### config.mk
export PLATFORM = sky130hd
export DESIGN_NAME = ps2_mouse_packet_tracker_unit
export DESIGN_NICKNAME = d
export VERILOG_FILES = /design/src/hw/rtl/pmpt_pkg.sv /design/src/hw/rtl/ps2_mouse_packet_tracker_unit.sv
export SDC_FILE = /design/constraint.sdc
export NUM_CORES = 1
export LEC_CHECK = 0
export ABC_CLOCK_PERIOD_IN_PS = 12000
export BUFFER_PORTS_ARGS = -buffer_cell sky130_fd_sc_hd__buf_4
export CAP_MARGIN = 25
export CORE_ASPECT_RATIO = 1.5
export CORE_UTILIZATION = 30
export CTS_CLUSTER_DIAMETER = 50
export DETAILED_ROUTE_END_ITERATION = 8
export GPL_TIMING_DRIVEN = 0
export SETUP_SLACK_MARGIN = 0.3
export SLEW_MARGIN = 10
export SYNTH_ARGS = -nofsm -noshare
export SYNTH_HDL_FRONTEND = slang
export SYNTH_SLANG_ARGS = --single-unit
### constraint.sdc
create_clock -name clk -period 12 [get_ports clk]
set_input_delay 1.8 -clock clk [delete_from_list [all_inputs] [get_ports clk]]
set_output_delay 1.8 -clock clk [all_outputs]
set_load 0.02 [all_outputs]
### src/hw/rtl/pmpt_pkg.sv
// ----------------------------------------------------------------------------
// pmpt_pkg
// Shared types, constants and helper functions for the ps/2 mouse packet
// tracker: field widths, opcodes, register indexes, delta limit and clamp.
// ----------------------------------------------------------------------------
package pmpt_pkg;

	localparam int CoordBits = 12;
	localparam int ClampW = (CoordBits + 2 > 17) ? CoordBits + 2 : 17;

	localparam int CfgAddrW = 3;
	localparam int CfgDataW = CoordBits;

	localparam int InUserW = 2;
	localparam int InTdataW = 48;
	localparam int OutFieldsW = 2 * CoordBits + 26;
	localparam int OutTdataW = ((OutFieldsW + 7) / 8) * 8;

	localparam logic signed [15:0] DeltaHi = 16'sd100;
	localparam logic signed [15:0] DeltaLo = -16'sd100;

	typedef logic [CoordBits-1:0] coord_t;

	localparam coord_t ResetX = coord_t'(320);
	localparam coord_t ResetY = coord_t'(240);
	localparam coord_t ResetMaxX = coord_t'(639);
	localparam coord_t ResetMaxY = coord_t'(479);

	typedef enum logic [1:0] {
		OP_RX_BYTE,
		OP_INJECT,
		OP_SET_POS,
		OP_READ_SCROLL
	} op_t;

	typedef enum logic [CfgAddrW-1:0] {
		REG_ENABLE,
		REG_WHEEL_MODE,
		REG_MIN_X,
		REG_MAX_X,
		REG_MIN_Y,
		REG_MAX_Y
	} reg_idx_t;

	// result word, pos_x in the lowest bits
	typedef struct packed {
		logic updated;
		logic [7:0] scroll_total;
		logic moved;
		logic [7:0] buttons_before;
		logic [7:0] buttons_now;
		coord_t pos_y;
		coord_t pos_x;
	} result_t;

	function automatic logic signed [7:0] limit_delta(input logic signed [15:0] d);
		logic signed [7:0] r;
		if (d > DeltaHi) begin
			r = DeltaHi[7:0];
		end else if (d < DeltaLo) begin
			r = DeltaLo[7:0];
		end else begin
			r = d[7:0];
		end
		return r;
	endfunction

	// raise to lo first, then lower to hi
	function automatic coord_t clamp_to(input logic signed [ClampW-1:0] v,
			input coord_t lo, input coord_t hi);
		logic signed [ClampW-1:0] lo_e;
		logic signed [ClampW-1:0] hi_e;
		logic signed [ClampW-1:0] r;
		lo_e = $signed({{(ClampW-CoordBits){1'b0}}, lo});
		hi_e = $signed({{(ClampW-CoordBits){1'b0}}, hi});
		r = v;
		if (r < lo_e) begin
			r = lo_e;
		end
		if (r > hi_e) begin
			r = hi_e;
		end
		return r[CoordBits-1:0];
	endfunction

endpackage

### src/hw/rtl/ps2_mouse_packet_tracker_unit.sv
// ----------------------------------------------------------------------------
// ps2_mouse_packet_tracker_unit
// Assembles ps/2 mouse packets, tracks a clamped cursor position, buttons and
// a wrapping scroll total; also takes injected deltas, absolute positions and
// scroll read-and-clear requests. One result word per input word.
// ----------------------------------------------------------------------------
// path: an accepted word passes the input register, then
//   one add-and-clamp step into the result register
// throughput: one word per cycle unless the output stalls; position update is
//   one add-limit-clamp path, so back-to-back words each see the previous state
// reset: arst_n clears control and tracking state, not pb_q, at once (position
//   320/240, bounds 0..639 and 0..479, disabled, three-byte packets)
module ps2_mouse_packet_tracker_unit (
	input  logic clk,
	input  logic arst_n,

	input  logic s_tvalid,
	output logic s_tready,
	input  logic [pmpt_pkg::InUserW-1:0] s_tuser,   // opcode
	// rx_byte, arg_x, arg_y, button_bits
	input  logic [pmpt_pkg::InTdataW-1:0] s_tdata,

	output logic m_tvalid,
	input  logic m_tready,
	// pos_x, pos_y, buttons_now, buttons_before, moved, scroll_total, updated
	output logic [pmpt_pkg::OutTdataW-1:0] m_tdata,

	input  logic cfg_we,
	input  logic [pmpt_pkg::CfgAddrW-1:0] cfg_addr,
	input  logic [pmpt_pkg::CfgDataW-1:0] cfg_data
);

	localparam int CW = pmpt_pkg::CoordBits;
	localparam int KW = pmpt_pkg::ClampW;

	// input stage
	logic s1_v_q;
	pmpt_pkg::op_t op_s1;
	logic [7:0] rx_s1;
	logic signed [15:0] arg_x_s1;
	logic signed [15:0] arg_y_s1;
	logic [7:0] btn_s1;

	// configuration
	logic enable_q;
	logic wheel_q;
	pmpt_pkg::coord_t min_x_q, max_x_q, min_y_q, max_y_q;

	// tracking state
	logic [1:0] slot_q;
	logic [7:0] pb_q [3];
	pmpt_pkg::coord_t cur_x_q, cur_y_q, prev_x_q, prev_y_q;
	logic [7:0] btn_now_q, btn_prev_q;
	logic [7:0] scroll_q;

	// result register
	logic m_v_q;
	pmpt_pkg::result_t res_q;

	logic adv;

	// next-state values
	logic [1:0] n_slot;
	pmpt_pkg::coord_t n_cur_x, n_cur_y, n_prev_x, n_prev_y;
	logic [7:0] n_btn_now, n_btn_prev;
	logic [7:0] n_scroll;
	logic [7:0] scroll_out;
	logic upd;
	logic [2:0] pb_we;

	// move path
	logic mv_en;
	logic signed [7:0] mv_dx, mv_dy;
	logic [7:0] mv_btn;
	logic [7:0] b0, b1, b2;
	logic signed [7:0] pk_dx, pk_dy;
	logic signed [KW-1:0] sum_x, sum_y;
	pmpt_pkg::result_t res_d;

	// configuration clamp
	pmpt_pkg::coord_t nb_min_x, nb_max_x, nb_min_y, nb_max_y;
	pmpt_pkg::coord_t cfg_cur_x, cfg_cur_y;

	assign adv = s1_v_q && (!m_v_q || m_tready);
	assign s_tready = !s1_v_q || adv;
	assign m_tvalid = m_v_q;
	assign m_tdata = pmpt_pkg::OutTdataW'(res_q);

	always_ff @(posedge clk or negedge arst_n) begin
		if (!arst_n) begin
			s1_v_q <= 1'b0;
		end else if (s_tready) begin
			s1_v_q <= s_tvalid;
		end
	end

	always_ff @(posedge clk) begin
		if (s_tvalid && s_tready) begin
			op_s1 <= pmpt_pkg::op_t'(s_tuser);
			rx_s1 <= s_tdata[7:0];
			arg_x_s1 <= s_tdata[23:8];
			arg_y_s1 <= s_tdata[39:24];
			btn_s1 <= s_tdata[47:40];
		end
	end

	// packet decode
	assign b0 = pb_q[0];
	assign b1 = pb_q[1];
	assign b2 = (slot_q == 2'd2) ? rx_s1 : pb_q[2];
	assign pk_dx = pmpt_pkg::limit_delta({{7{b0[4]}}, b0[4], b1});
	assign pk_dy = pmpt_pkg::limit_delta({{7{b0[5]}}, b0[5], b2});

	always_comb begin
		n_slot = slot_q;
		n_cur_x = cur_x_q;
		n_cur_y = cur_y_q;
		n_prev_x = prev_x_q;
		n_prev_y = prev_y_q;
		n_btn_now = btn_now_q;
		n_btn_prev = btn_prev_q;
		n_scroll = scroll_q;
		upd = 1'b0;
		pb_we = 3'b000;
		mv_en = 1'b0;
		mv_dx = pk_dx;
		mv_dy = -pk_dy;
		mv_btn = {5'b0, b0[2:0]};
		sum_x = '0;
		sum_y = '0;

		case (op_s1)
			pmpt_pkg::OP_RX_BYTE: begin
				if (enable_q) begin
					case (slot_q)
						2'd0: begin
							if (rx_s1[3]) begin
								pb_we[0] = 1'b1;
								n_slot = 2'd1;
							end
						end
						2'd1: begin
							pb_we[1] = 1'b1;
							n_slot = 2'd2;
						end
						2'd2: begin
							pb_we[2] = 1'b1;
							if (wheel_q) begin
								n_slot = 2'd3;
							end else begin
								n_slot = 2'd0;
								mv_en = 1'b1;
							end
						end
						default: begin
							n_slot = 2'd0;
							mv_en = 1'b1;
							if (wheel_q) begin
								n_scroll = scroll_q + {{4{rx_s1[3]}}, rx_s1[3:0]};
							end
						end
					endcase
				end
			end
			pmpt_pkg::OP_INJECT: begin
				if (enable_q) begin
					mv_en = 1'b1;
					mv_dx = pmpt_pkg::limit_delta(arg_x_s1);
					mv_dy = pmpt_pkg::limit_delta(arg_y_s1);
					mv_btn = btn_s1;
				end
			end
			pmpt_pkg::OP_SET_POS: begin
				n_prev_x = cur_x_q;
				n_prev_y = cur_y_q;
				n_cur_x = pmpt_pkg::clamp_to(KW'(arg_x_s1), min_x_q, max_x_q);
				n_cur_y = pmpt_pkg::clamp_to(KW'(arg_y_s1), min_y_q, max_y_q);
				upd = 1'b1;
			end
			default: begin
				n_scroll = 8'd0;
				upd = 1'b1;
			end
		endcase

		if (mv_en) begin
			sum_x = $signed({{(KW-CW){1'b0}}, cur_x_q}) + {{(KW-8){mv_dx[7]}}, mv_dx};
			sum_y = $signed({{(KW-CW){1'b0}}, cur_y_q}) + {{(KW-8){mv_dy[7]}}, mv_dy};
			n_btn_prev = btn_now_q;
			n_btn_now = mv_btn;
			n_prev_x = cur_x_q;
			n_prev_y = cur_y_q;
			n_cur_x = pmpt_pkg::clamp_to(sum_x, min_x_q, max_x_q);
			n_cur_y = pmpt_pkg::clamp_to(sum_y, min_y_q, max_y_q);
			upd = 1'b1;
		end

		scroll_out = (op_s1 == pmpt_pkg::OP_READ_SCROLL) ? scroll_q : n_scroll;

		res_d.pos_x = n_cur_x;
		res_d.pos_y = n_cur_y;
		res_d.buttons_now = n_btn_now;
		res_d.buttons_before = n_btn_prev;
		res_d.moved = (n_cur_x != n_prev_x) || (n_cur_y != n_prev_y);
		res_d.scroll_total = scroll_out;
		res_d.updated = upd;
	end

	// bound writes also pull the position inside the new bounds
	always_comb begin
		nb_min_x = min_x_q;
		nb_max_x = max_x_q;
		nb_min_y = min_y_q;
		nb_max_y = max_y_q;
		case (pmpt_pkg::reg_idx_t'(cfg_addr))
			pmpt_pkg::REG_MIN_X: nb_min_x = cfg_data;
			pmpt_pkg::REG_MAX_X: nb_max_x = cfg_data;
			pmpt_pkg::REG_MIN_Y: nb_min_y = cfg_data;
			pmpt_pkg::REG_MAX_Y: nb_max_y = cfg_data;
			default: ;
		endcase
		cfg_cur_x = pmpt_pkg::clamp_to($signed({{(KW-CW){1'b0}}, cur_x_q}), nb_min_x, nb_max_x);
		cfg_cur_y = pmpt_pkg::clamp_to($signed({{(KW-CW){1'b0}}, cur_y_q}), nb_min_y, nb_max_y);
	end

	always_ff @(posedge clk or negedge arst_n) begin
		if (!arst_n) begin
			enable_q <= 1'b0;
			wheel_q <= 1'b0;
			min_x_q <= '0;
			max_x_q <= pmpt_pkg::ResetMaxX;
			min_y_q <= '0;
			max_y_q <= pmpt_pkg::ResetMaxY;
			slot_q <= 2'd0;
			cur_x_q <= pmpt_pkg::ResetX;
			cur_y_q <= pmpt_pkg::ResetY;
			prev_x_q <= '0;
			prev_y_q <= '0;
			btn_now_q <= 8'd0;
			btn_prev_q <= 8'd0;
			scroll_q <= 8'd0;
		end else if (cfg_we) begin
			case (pmpt_pkg::reg_idx_t'(cfg_addr))
				pmpt_pkg::REG_ENABLE: enable_q <= cfg_data[0];
				pmpt_pkg::REG_WHEEL_MODE: wheel_q <= cfg_data[0];
				pmpt_pkg::REG_MIN_X, pmpt_pkg::REG_MAX_X,
				pmpt_pkg::REG_MIN_Y, pmpt_pkg::REG_MAX_Y: begin
					min_x_q <= nb_min_x;
					max_x_q <= nb_max_x;
					min_y_q <= nb_min_y;
					max_y_q <= nb_max_y;
					cur_x_q <= cfg_cur_x;
					cur_y_q <= cfg_cur_y;
				end
				default: ;
			endcase
		end else if (adv) begin
			slot_q <= n_slot;
			cur_x_q <= n_cur_x;
			cur_y_q <= n_cur_y;
			prev_x_q <= n_prev_x;
			prev_y_q <= n_prev_y;
			btn_now_q <= n_btn_now;
			btn_prev_q <= n_btn_prev;
			scroll_q <= n_scroll;
		end
	end

	always_ff @(posedge clk) begin
		if (adv) begin
			if (pb_we[0]) begin
				pb_q[0] <= rx_s1;
			end
			if (pb_we[1]) begin
				pb_q[1] <= rx_s1;
			end
			if (pb_we[2]) begin
				pb_q[2] <= rx_s1;
			end
		end
	end

	always_ff @(posedge clk or negedge arst_n) begin
		if (!arst_n) begin
			m_v_q <= 1'b0;
		end else if (adv) begin
			m_v_q <= 1'b1;
		end else if (m_tready) begin
			m_v_q <= 1'b0;
		end
	end

	always_ff @(posedge clk) begin
		if (adv) begin
			res_q <= res_d;
		end
	end

endmodule

* Word level (Yosys, flattened, before mapping)
Memory sizes are Yosys's and may differ from the RTL's.
Index checks and enable logic that the tools add are counted.
** Storage, ports and cells
- Bits in registers :: 226
- Bits in writable memories :: 24
- Input bits :: 70
- Output and inout port bits :: 58
- Logic and storage cells :: 181
- Memories kept :: 1
** Operators by class
- $add $sub $neg :: 4
- Magnitude comparators :: 20
- Equal/unequal tests :: 14
- Muxes and demuxes :: 88
- Bitwise logic cells :: 1
- Reductions and logical operators :: 25
** Memories
- pb_q :: words 3, bits a word 8, rd ports 3, clocked after memory_dff 0, write ports 1, RTL line ps2_mouse_packet_tracker_unit.sv:51 : logic [7:0] pb_q [3];
** Operators by type and width (number)
- 12-bit two-way mux :: 26
- 8-bit two-way mux :: 23
- 17-bit two-way mux :: 8
- 17-bit by 13-bit greater-than comparator with 1-bit output :: 6
- 16-bit by 8-bit greater-than comparator with 1-bit output (second input constant) :: 2
- 16-bit by 13-bit less-than comparator with 1-bit output :: 2
- 16-bit by 8-bit less-than comparator with 1-bit output (second input constant) :: 2
- 13-bit by 8-bit adder with 14-bit output :: 2
- 14-bit by 13-bit less-than comparator with 1-bit output :: 2
- 12-bit less-than comparator :: 2
- 12-bit != test :: 2
- 1-bit two-way mux :: 21
- 9-bit by 8-bit greater-than comparator with 1-bit output (second input constant) :: 2
- 9-bit by 8-bit less-than comparator with 1-bit output (second input constant) :: 2
- 8-bit case mux with 2 select lines :: 1
- 8-bit OR reduction :: 2
- 2-bit AND reduction :: 5
- 8-bit adder :: 1
- 2-bit two-way mux :: 4
- 8-bit negation :: 1
- 2-bit == test (second input constant) :: 3
- 3-bit by 2-bit == test with 1-bit output (second input constant) :: 2
- 3-bit == test (second input constant) :: 2
- 3-bit two-way mux :: 2
- other kinds (17) :: 27

* Logic depth before layout (Yosys ltp)
Gate-level depths: netlist (run 1).
- Word-level depth :: 17
- Gate-level depth with buffers :: 45
- Depth with buffers taken out :: 40

* Worst setup path after synthesis (run 1)
OpenSTA, ideal clock, no wires.
- Kind :: reg2reg
- Start :: reg slot_q[0]
- End :: reg res_q, in the netlist m_tdata[40] (data pin)
- Library setup time :: 275 ps
- Arrival :: 8188 ps
- Data required time :: 11725 ps
- Slack :: 3537 ps
- Cell stages (with the launch flop) :: 43
- Path buffers :: 4
- Clock period less this slack :: 8463 ps
- Path through :: dfrtp_1 and2b_1 buf_2 mux2i_1 nor3_1 nor2_1 o21ai_0 nor2b_1 nand2_1 ha_1 nand2_1 xnor2_1 a21oi_1 o21ai_0 ha_1 and2_1 a221o_1 or2_2 [... 7 more ...] nor4_1 ha_1 clkbuf_1 clkbuf_1 mux2_2 ha_1 o21ai_0 a21oi_1 o221ai_1 a21oi_1 o21ai_0 or3b_1 buf_6 mux2i_1 and2_1 a21o_1 a2111oi_0 nand4_1
** RTL lines
- start, declared :: RTL line ps2_mouse_packet_tracker_unit.sv:50 : logic [1:0] slot_q;
- start signal, assigned :: RTL line ps2_mouse_packet_tracker_unit.sv:258 : slot_q <= n_slot;
- end signal, assigned :: RTL line ps2_mouse_packet_tracker_unit.sv:295 : res_q <= res_d;
- end, declared :: RTL line ps2_mouse_packet_tracker_unit.sv:58 : pmpt_pkg::result_t res_q;

==> results.py, run 1 <==
metrics = {
    "sta": {
        "final.setup_skew_ns": 0.0471,
        "slew_headroom_pct": 30.2,
        "timing.final.setup_violations": 0,
        "fin_crit_ns": 11.13,
        "slew_violations": 0,
        "period_share_pct": 92.7,
        "worstMarginPinSlew_ns": 1.05,
        "setup_tns_ns": 0,
        "fmax_mhz": 89.9,
        "hold_violations": 0,
        "rsz0062_at_grt": "no",
    },
    "yosys": {
        "synth_warnings": 0,
        "yosys.area.top_type": "edfxtp_1",
        "synth.area.top_cells": "edfxtp_1 (20%), dfrtp_1 (14%), ha_1 (13%)",
        "netlist_instances": 2002,
        "synth.top_cell.area_share_pct": 19.8,
        "synth_xor_area_share_pct": 2.91,
        "synth-simple-area-share_pct": 14.3,
        "seq_area_frac_synth_pct": 37.1,
        "synthMuxAreaShare_pct": 8.44,
        "netlist_area_um2": 18300,
        "async_flop_share_pct": 51.0,
        "ys_seq_elements": 247,
        "syn_avg_cell_area_um2": 9.16,
        "synth_top_family_by_area": "compound AO/OA/AOI/OAI gates",
        "synth_edf_count": 121,
        "synthAdderAreaFrac_pct": 12.9,
        "synth_compound_area_share_pct": 20.0,
        "synth_ff_type": "edfxtp_1",
        "ys_types": 88,
    },
    "setup_path": {
        "crit_path_end_kind": "flip-flop",
        "path_depth": 42,
        "path_class": "reg -> reg",
        "path_max_fanout": 10,
        "cpMaxStageDelayCell": "a2111oi_1",
        "start_kind": "flip-flop",
        "worstRegToRegCells": 42,
        "cp_top_family": "compound AO/OA/AOI/OAI gates",
        "max_stage_delay_ns": 0.61,
        "cp_common_cell": "a21oi_1",
        "cp.arrival_ns": 11.39,
        "cp_num_buf_inv": 4,
        "worstPathRequired_ns": 12.27,
    },
    "final_layout": {
        "drive_above_1_share_pct": 14.3,
        "utilization_pct": 35.5,
        "syn_to_final_growth_pct": 16.7,
        "final_common_cell": "nand2_1",
        "final_cell_mix": "nand2_1 (261), o21ai_0 (190), ha_1 (185)",
        "nets": 2420,
        "finalInstanceArea_um2": 21400,
    },
    "drt": {
        "vias": 16900,
        "drc_errors": 0,
        "avgRoutedWirePerCell_um": 25.8,
        "dr.pass1.iters": 5,
        "final_antenna_net_count": 0,
        "dr.first_iter.drc_count": 1390,
        "routed_wl_um": 76800,
        "via_per_inst": 5.70,
    },
    "clock_tree": {
        "cts_tree": "done",
        "cts_max_level": 1,
        "path_clk_slew_ns": 0.06,
        "clock_sinks": 247,
        "cts_resized": 0,
        "clock_path_buffers": 3,
        "cts_hold_buffers": 0,
        "insertion_delay_ns": 0.63,
        "cts_buffers": 30,
        "postCtsSetupBuffers": 0,
        "root_buffer": "clkbuf_16",
    },
    "min_path": {
        "whs_path_depth": 2,
        "min_path_type": "reg -> reg",
    },
    "power_and_ir_drop": {
        "netSwitchingFraction_pct": 49.8,
        "vdd_ir_drop_max_uv": 111,
        "power_leakage_nw": 9.14,
        "combPwrFrac_pct": 61.0,
        "power_frac_clock_pct": 15.9,
        "pwr-share-seq_pct": 23.1,
        "p_sw_mw": 3.07,
        "internal-power_mw": 3.10,
        "powerDensity_nw_per_um2": 288,
    },
    "flow_run": {
        "drv_cap": 0,
    },
    "place": {
        "place_hpwl_um": 60900,
        "finalWeightedCongestion": 1.03,
        "place_area_um2": 20300,
        "portBuffers": 119,
    },
    "die": {
        "initial_core_util_pct": 30.4,
        "dieHeight_um": 305,
        "rows": 110,
        "fp.dieW_um": 204,
        "dieArea_um2": 62200,
        "core_um2": 60300,
        "io_pins": 128,
    },
    "global_route": {
        "grt.overflow.total": 0,
        "grt_start_max_net_pins": 70,
        "grt_pass1_vias": 17100,
        "grt_pass1_wl_um": 111000,
        "antenna_found_initial": 1,
        "track_usage_pct": 24.4,
    },
    "run_status": {
        "status": "finished clean",
    },
}
==> cell type report <==
class,count,area [um2]
fillers,6230,38900
multi-input cells,1570,10800
flip-flops and latches,247,6810
well taps,784,981
repair buffers,123,961
clock buffers,31,754
plain buffers,96,417
inverters,94,355
clock inverters,25,319
diodes,2,5.00
==> sequential cells by signal, summed over array words and instances, names as in the netlist, 2 cells and up <==
name / cells
arg_x_s1: 16
arg_y_s1: 16
btn_now_q: 8
btn_prev_q: 8
btn_s1: 8
cur_x_q: 12
cur_y_q: 12
m_tdata: 50
max_x_q: 12
max_y_q: 12
min_x_q: 12
min_y_q: 12
op_s1: 2
pb_q: 21
prev_x_q: 12
prev_y_q: 12
rx_s1: 8
scroll_q: 8
slot_q: 2
==> cells by family (layout without fill, tap and decap cells) <==
group,count (synthesis),after routing
fa+ha+maj,188,188
other cells,1,8
simple gates,578,578
flops,247,247
buf+inv,190,369
compound gates,592,592
mux,145,145
xor+xnor,61,61
==> synthesized netlist by cell type, drive strengths merged (12+ instances only) <==
cell and count:
nand3 16, dfstp 22, mux2 65, o31ai 14
o21ai 192, nand2b 27, dfrtp 104, o21a 18
ha 185, a31oi 24, edfxtp 121, and2 13
buf 28, nand4 20, xnor2 41, nor2 137
a21oi 147, a211oi 20, a22oi 18, o211ai 12
a21o 36, inv 92, xor2 20, nand2 261
o22ai 28, clkbuf 68, nor3 28, nor2b 23
mux2i 80
==> stage by stage <==
stage	instances	hold WS (ns)	power [mW]	setup WS, ns
final	2972	0.500	6.17	0.872
after global routing	2971	0.526	6.53	0.427
after CTS	2970	0.493	6.08	0.923
after detailed placement	2914	0.480	5.07	1.02
after global placement	2910	0.467	5.02	1.20
after floorplan	2007	0.445	3.78	3.54
==> routing by layer <==
layer  track usage [%]  wire (um)  vias up  share of wire, %
met4              21.0       7890        0                10
li1                  -          -     7670                 -
met2              43.4      38100      760                50
met3              2.96       4070      310               5.3
met1              25.2      26700     8209                35
met5                 0          0        -                 0
==> power groups by stage <==
stage / sequential, mW / clock, mW / combinational [mW]
floorplan: 1.31 / 0 / 2.47
global placement: 1.42 / 0 / 3.59
detailed placement: 1.43 / 0 / 3.64
CTS: 1.41 / 1.00 / 3.67
global route: 1.43 / 1.03 / 4.06
finish: 1.43 / 0.982 / 3.76
==> worst paths after layout <==
check	startpoint	to	slack, ns
worst min-delay path	prev_y_q[2]	prev_y_q[2]	0.50
max in group asynchronous	arst_n	cur_y_q[7]	9.93
worst min register to register	prev_y_q[2]	prev_y_q[2]	0.50
worst max register to register	slot_q[0]	m_tdata[40]	0.87
min in group asynchronous	arst_n	m_tvalid	1.16
worst max-delay path	slot_q[0]	m_tdata[40]	0.87
==> worst min-delay path, delay by kind of cell (launching register included) <==
kind	cells	cell delay [ns]
AO/OA/AOI/OAI	1	0.06
flip-flops	1	0.35
AND/OR/NAND/NOR	1	0.05
Note: power is estimated with default switching activity, not from simulation.
==> run 2, diff against run 1 <==
Settings changed: ABC_CLOCK_PERIOD_IN_PS 12000 to 13100.
Clock period 12 ns to 13.1 ns, I/O delays scaled along.
==> results.py, run 2 (same netlist as run 1, synthesis figures left out) <==
metrics = {
    "final_layout": {
        "n_fill_cell": 6230,
        "final-seq-area_um2": 6810,
        "final_common_cell": "nand2_1",
        "nets": 2420,
        "largest_reg_flops": 50,
        "multi_input_area_um2": 10800,
        "syn_to_final_growth_pct": 16.7,
        "final_cell_mix": "nand2_1 (261), o21ai_0 (190), ha_1 (185)",
        "drive_above_1_share_pct": 14.3,
        "final_cell_count_no_fill": 2972,
    },
    "setup_path": {
        "worstPathRequired_ns": 13.36,
        "start_kind": "flip-flop",
        "r2r_setup_slack_ns": 1.82,
        "cp.arrival_ns": 11.54,
        "cpMaxStageDelayCell": "a2111oi_0",
        "r2r-start": "slot_q[0]",
        "crit_path_end_kind": "flip-flop",
        "path_max_fanout": 10,
        "max_stage_delay_ns": 0.77,
        "crit-reg2reg-capture": "m_tdata[40]",
        "cp_common_cell": "a21oi_1",
        "worstRegToRegCells": 42,
        "path_class": "reg -> reg",
    },
    "clock_tree": {
        "cts_tree": "done",
        "path_clk_slew_ns": 0.06,
        "root_buffer": "clkbuf_16",
        "cts_hold_buffers": 0,
        "clock_path_buffers": 3,
        "postCtsSetupBuffers": 0,
        "cts_buffers": 30,
        "insertion_delay_ns": 0.63,
        "cts_resized": 0,
        "cts_max_level": 1,
        "clock_sinks": 247,
    },
    "drt": {
        "drc_errors": 0,
        "routed_wl_um": 76800,
        "final_antenna_net_count": 0,
        "dr.first_iter.drc_count": 1390,
        "avgRoutedWirePerCell_um": 25.9,
        "vias": 16900,
        "via_per_inst": 5.70,
        "dr.pass1.iters": 6,
    },
    "global_route": {
        "grt_use_met2_pct": 43.4,
        "grt_start_max_net_pins": 70,
        "met1_usage_pct": 25.2,
        "grt_pass1_wl_um": 111000,
        "grt_pass1_vias": 17100,
        "grt.overflow.total": 0,
        "track_usage_pct": 24.4,
        "grt_use_met3_pct": 2.96,
        "grt.busiest_layer": "met2",
        "antenna_found_initial": 1,
    },
    "place": {
        "finalWeightedCongestion": 1.03,
        "place_hpwl_um": 60900,
        "place_inst": 2914,
        "portBuffers": 119,
    },
    "min_path": {
        "min_to": "prev_y_q[2]",
        "whs_path_depth": 2,
        "worstHoldStart": "prev_y_q[2]",
        "min_path_type": "reg -> reg",
    },
    "sta": {
        "slew_headroom_pct": 30.1,
        "hold_violations": 0,
        "period_share_pct": 86.1,
        "whs_ns": 0.501,
        "fmax_mhz": 88.6,
        "setup_tns_ns": 0,
        "slew_violations": 0,
        "fin_crit_ns": 11.28,
        "final.setup_skew_ns": 0.0473,
        "worstMarginPinSlew_ns": 1.05,
        "rsz0062_at_grt": "no",
        "timing.final.setup_violations": 0,
    },
    "power_and_ir_drop": {
        "powerDensity_nw_per_um2": 264,
        "power_leakage_nw": 9.14,
        "vdd_ir_drop_max_uv": 102,
    },
    "die": {
        "dieHeight_um": 305,
        "io_pins": 128,
        "dieArea_um2": 62200,
        "rows": 110,
        "initial_core_util_pct": 30.4,
        "fp.dieW_um": 204,
        "core_um2": 60300,
    },
    "flow_run": {
        "drv_cap": 0,
    },
    "run_status": {
        "status": "finished clean",
    },
}
==> run 2: cell counts in the layout (fill, tap and decap cells not counted) <==
Identical to the previous run, type by type.
==> run 2: how the worst max path moves through the flow <==
stage	from	endpoint	slack, ns	cells after the start
2_1_floorplan	slot_q[0]	m_tdata[40]	4.64	42
3_3_place_gp	slot_q[0]	m_tdata[40]	2.30	42
4_1_cts	slot_q[0]	m_tdata[40]	2.02	42
5_1_grt	slot_q[0]	m_tdata[40]	1.38	42
6_report	slot_q[0]	m_tdata[40]	1.82	42
3_5_place_dp	slot_q[0]	m_tdata[40]	2.12	42
==> run 2: stage by stage <==
step	area, um2	setup slack, ns	power (mW)	util [%]
6_report	21400	1.82	5.65	35.5
5_1_grt	21400	1.38	5.98	35.5
4_1_cts	21400	2.02	5.57	35.5
3_5_place_dp	20300	2.12	4.64	33.7
3_3_place_gp	20200	2.30	4.59	33.6
2_1_floorplan	18400	4.64	3.46	-
==> run 2: critical path, delay by kind of cell, from the launching register on <==
family	cells	cell delay, ns
mux	3	0.78
fa+ha+maj	5	1.37
flops	1	0.40
xor+xnor	2	0.36
simple gates	12	2.55
compound gates	16	4.25
buf+inv	4	1.19
==> run 2: layer usage <==
metal / part of all wire [%] / vias to the layer above
met5: 0 / -
met2: 50 / 762
li1: - / 7669
met3: 5.3 / 306
met4: 10 / 0
met1: 35 / 8198
==> run 2: power breakdown <==
group          internal, mW  switching, mW  leakage, nW
Combinational          1.30           2.15         5.96
Sequential             1.03          0.279         2.67
Clock                 0.511          0.389        0.513
==> run 2: final cells by class <==
class	count	area share [%]
multi-input cells	1570	50.4
inverters	94	1.66
repair buffers	123	4.49
flip-flops and latches	247	31.8
clock buffers	31	3.52
well taps	784	4.58
plain buffers	96	1.95
clock inverters	25	1.49
diodes	2	0.0234
==> run 3, diff against run 2 <==
Settings changed: CELL_PAD_IN_SITES_DETAIL_PLACEMENT set to 1, CELL_PAD_IN_SITES_GLOBAL_PLACEMENT set to 2, PLACE_DENSITY_LB_ADDON set to 0.25.
==> results.py, run 3 (same netlist as run 1, synthesis figures left out) <==
metrics = {
    "setup_path": {
        "cp.arrival_ns": 11.36,
        "cp_common_cell": "a21o_1",
        "crit_path_end_kind": "flip-flop",
        "start_kind": "flip-flop",
        "path_class": "reg -> reg",
        "r2r_setup_slack_ns": 1.99,
        "cpMaxStageDelayCell": "o21ai_1",
        "path_max_fanout": 10,
        "worstPathRequired_ns": 13.35,
        "max_stage_delay_ns": 0.87,
    },
    "global_route": {
        "antenna_found_initial": 0,
        "track_usage_pct": 27.1,
        "grt.overflow.total": 0,
        "grt_start_max_net_pins": 66,
        "grt_pass1_vias": 18100,
        "grt_pass1_wl_um": 122000,
    },
    "clock_tree": {
        "root_buffer": "clkbuf_16",
        "cts_hold_buffers": 0,
        "cts_buffers": 36,
        "clock_sinks": 247,
        "insertion_delay_ns": 0.59,
        "cts_tree": "done",
        "clock_path_buffers": 3,
        "cts_max_level": 2,
        "postCtsSetupBuffers": 0,
        "path_clk_slew_ns": 0.06,
        "cts_resized": 0,
    },
    "power_and_ir_drop": {
        "totalPowerFinal_mw": 5.90,
        "vdd_ir_drop_max_uv": 89.9,
        "power_leakage_nw": 9.25,
        "powerDensity_nw_per_um2": 273,
    },
    "sta": {
        "slew_headroom_pct": 27.6,
        "setup_slack_ns": 1.99,
        "slew_violations": 0,
        "worstMarginPinSlew_ns": 1.06,
        "timing.final.setup_violations": 0,
        "period_share_pct": 84.8,
        "setup_tns_ns": 0,
        "rsz0062_at_grt": "no",
        "fin_crit_ns": 11.11,
        "hold_violations": 0,
        "final.setup_skew_ns": 0.0362,
        "fmax_mhz": 90.0,
    },
    "final_layout": {
        "final_common_cell": "nand2_1",
        "drive_above_1_share_pct": 14.5,
        "final_cell_mix": "nand2_1 (261), o21ai_0 (189), ha_1 (185)",
        "insertedDiodeCount": 0,
        "n_fill_cell": 6987,
        "largest_reg_flops": 50,
        "syn_to_final_growth_pct": 18.0,
        "utilization_pct": 35.9,
        "nets": 2430,
    },
    "drt": {
        "routed_wl_um": 83700,
        "avgRoutedWirePerCell_um": 28.0,
        "vias": 16800,
        "via_per_inst": 5.62,
        "dr.pass1.iters": 5,
        "final_antenna_net_count": 0,
        "drc_errors": 0,
        "dr.first_iter.drc_count": 893,
    },
    "die": {
        "fp.dieW_um": 204,
        "io_pins": 128,
        "rows": 110,
        "dieHeight_um": 305,
        "core_um2": 60300,
        "dieArea_um2": 62200,
        "initial_core_util_pct": 30.4,
    },
    "flow_run": {
        "drv_cap": 0,
    },
    "place": {
        "post-place-ws_ns": 2.22,
        "finalWeightedCongestion": 0.979,
        "portBuffers": 119,
        "place_hpwl_um": 67600,
    },
    "run_status": {
        "status": "finished clean",
    },
    "min_path": {
        "min_path_type": "reg -> reg",
    },
}
run 3: cell types whose count changed in the layout (fill, tap and decap cells not counted), moves of 2 or more:
cell and delta:
inv_4 +2, diode_2 -2, clkbuf_1 +5, clkinv_4 -3
clkinv_2 -4, buf_4 +4, buf_6 -2, clkbuf_16 +7
run 3: area by class of cell:
class | count | area (um2) | area share, %
multi-input cells | 1570 | 10800 | 49.9
flip-flops and latches | 247 | 6810 | 31.5
repair buffers | 127 | 1010 | 4.67
well taps | 784 | 981 | 4.53
clock buffers | 44 | 962 | 4.44
plain buffers | 96 | 417 | 1.92
inverters | 94 | 355 | 1.64
clock inverters | 22 | 315 | 1.46
run 3: worst paths after layout:
| path | start | to | cells past startpoint |
|---|---|---|---|
| setup / recovery | op_s1[0] | m_tdata[40] | 38 |
| hold / removal | prev_y_q[11] | prev_y_q[11] | 2 |
| setup reg to reg | op_s1[0] | m_tdata[40] | 38 |
| hold reg to reg | prev_y_q[11] | prev_y_q[11] | 2 |
| max in group asynchronous | arst_n | max_y_q[2] | 2 |
| min in group asynchronous | arst_n | prev_x_q[7] | 1 |
run 3: where the power goes:
group,internal [mW],switching [mW]
sequential,1.03,0.296
combinational,1.31,2.21
clock,0.635,0.422
run 3: through the flow:
| step | area (um2) | hold WS, ns | instances |
|---|---|---|---|
| global placement | 20200 | 0.468 | 2910 |
| finish | 21600 | 0.494 | 2984 |
| CTS | 21600 | 0.498 | 2984 |
| global route | 21600 | 0.533 | 2984 |
| detailed placement | 20400 | 0.485 | 2918 |
| floorplan | 18400 | 0.445 | 2007 |
run 3: worst max-delay path, delay by kind of cell, from the launching register on:
family	cells	cell delay, ns
fa+ha+maj	6	2.10
flops	1	0.45
buf+inv	7	2.19
compound gates	19	4.75
simple gates	6	1.26
run 3: routing by layer:
layer	GRT usage, %	routed length, um	vias to the layer above
li1	-	-	7654
met5	0	0	-
met2	47.9	42000	464
met4	21.7	7620	0
met3	3.48	2940	270
met1	28.7	31100	8371
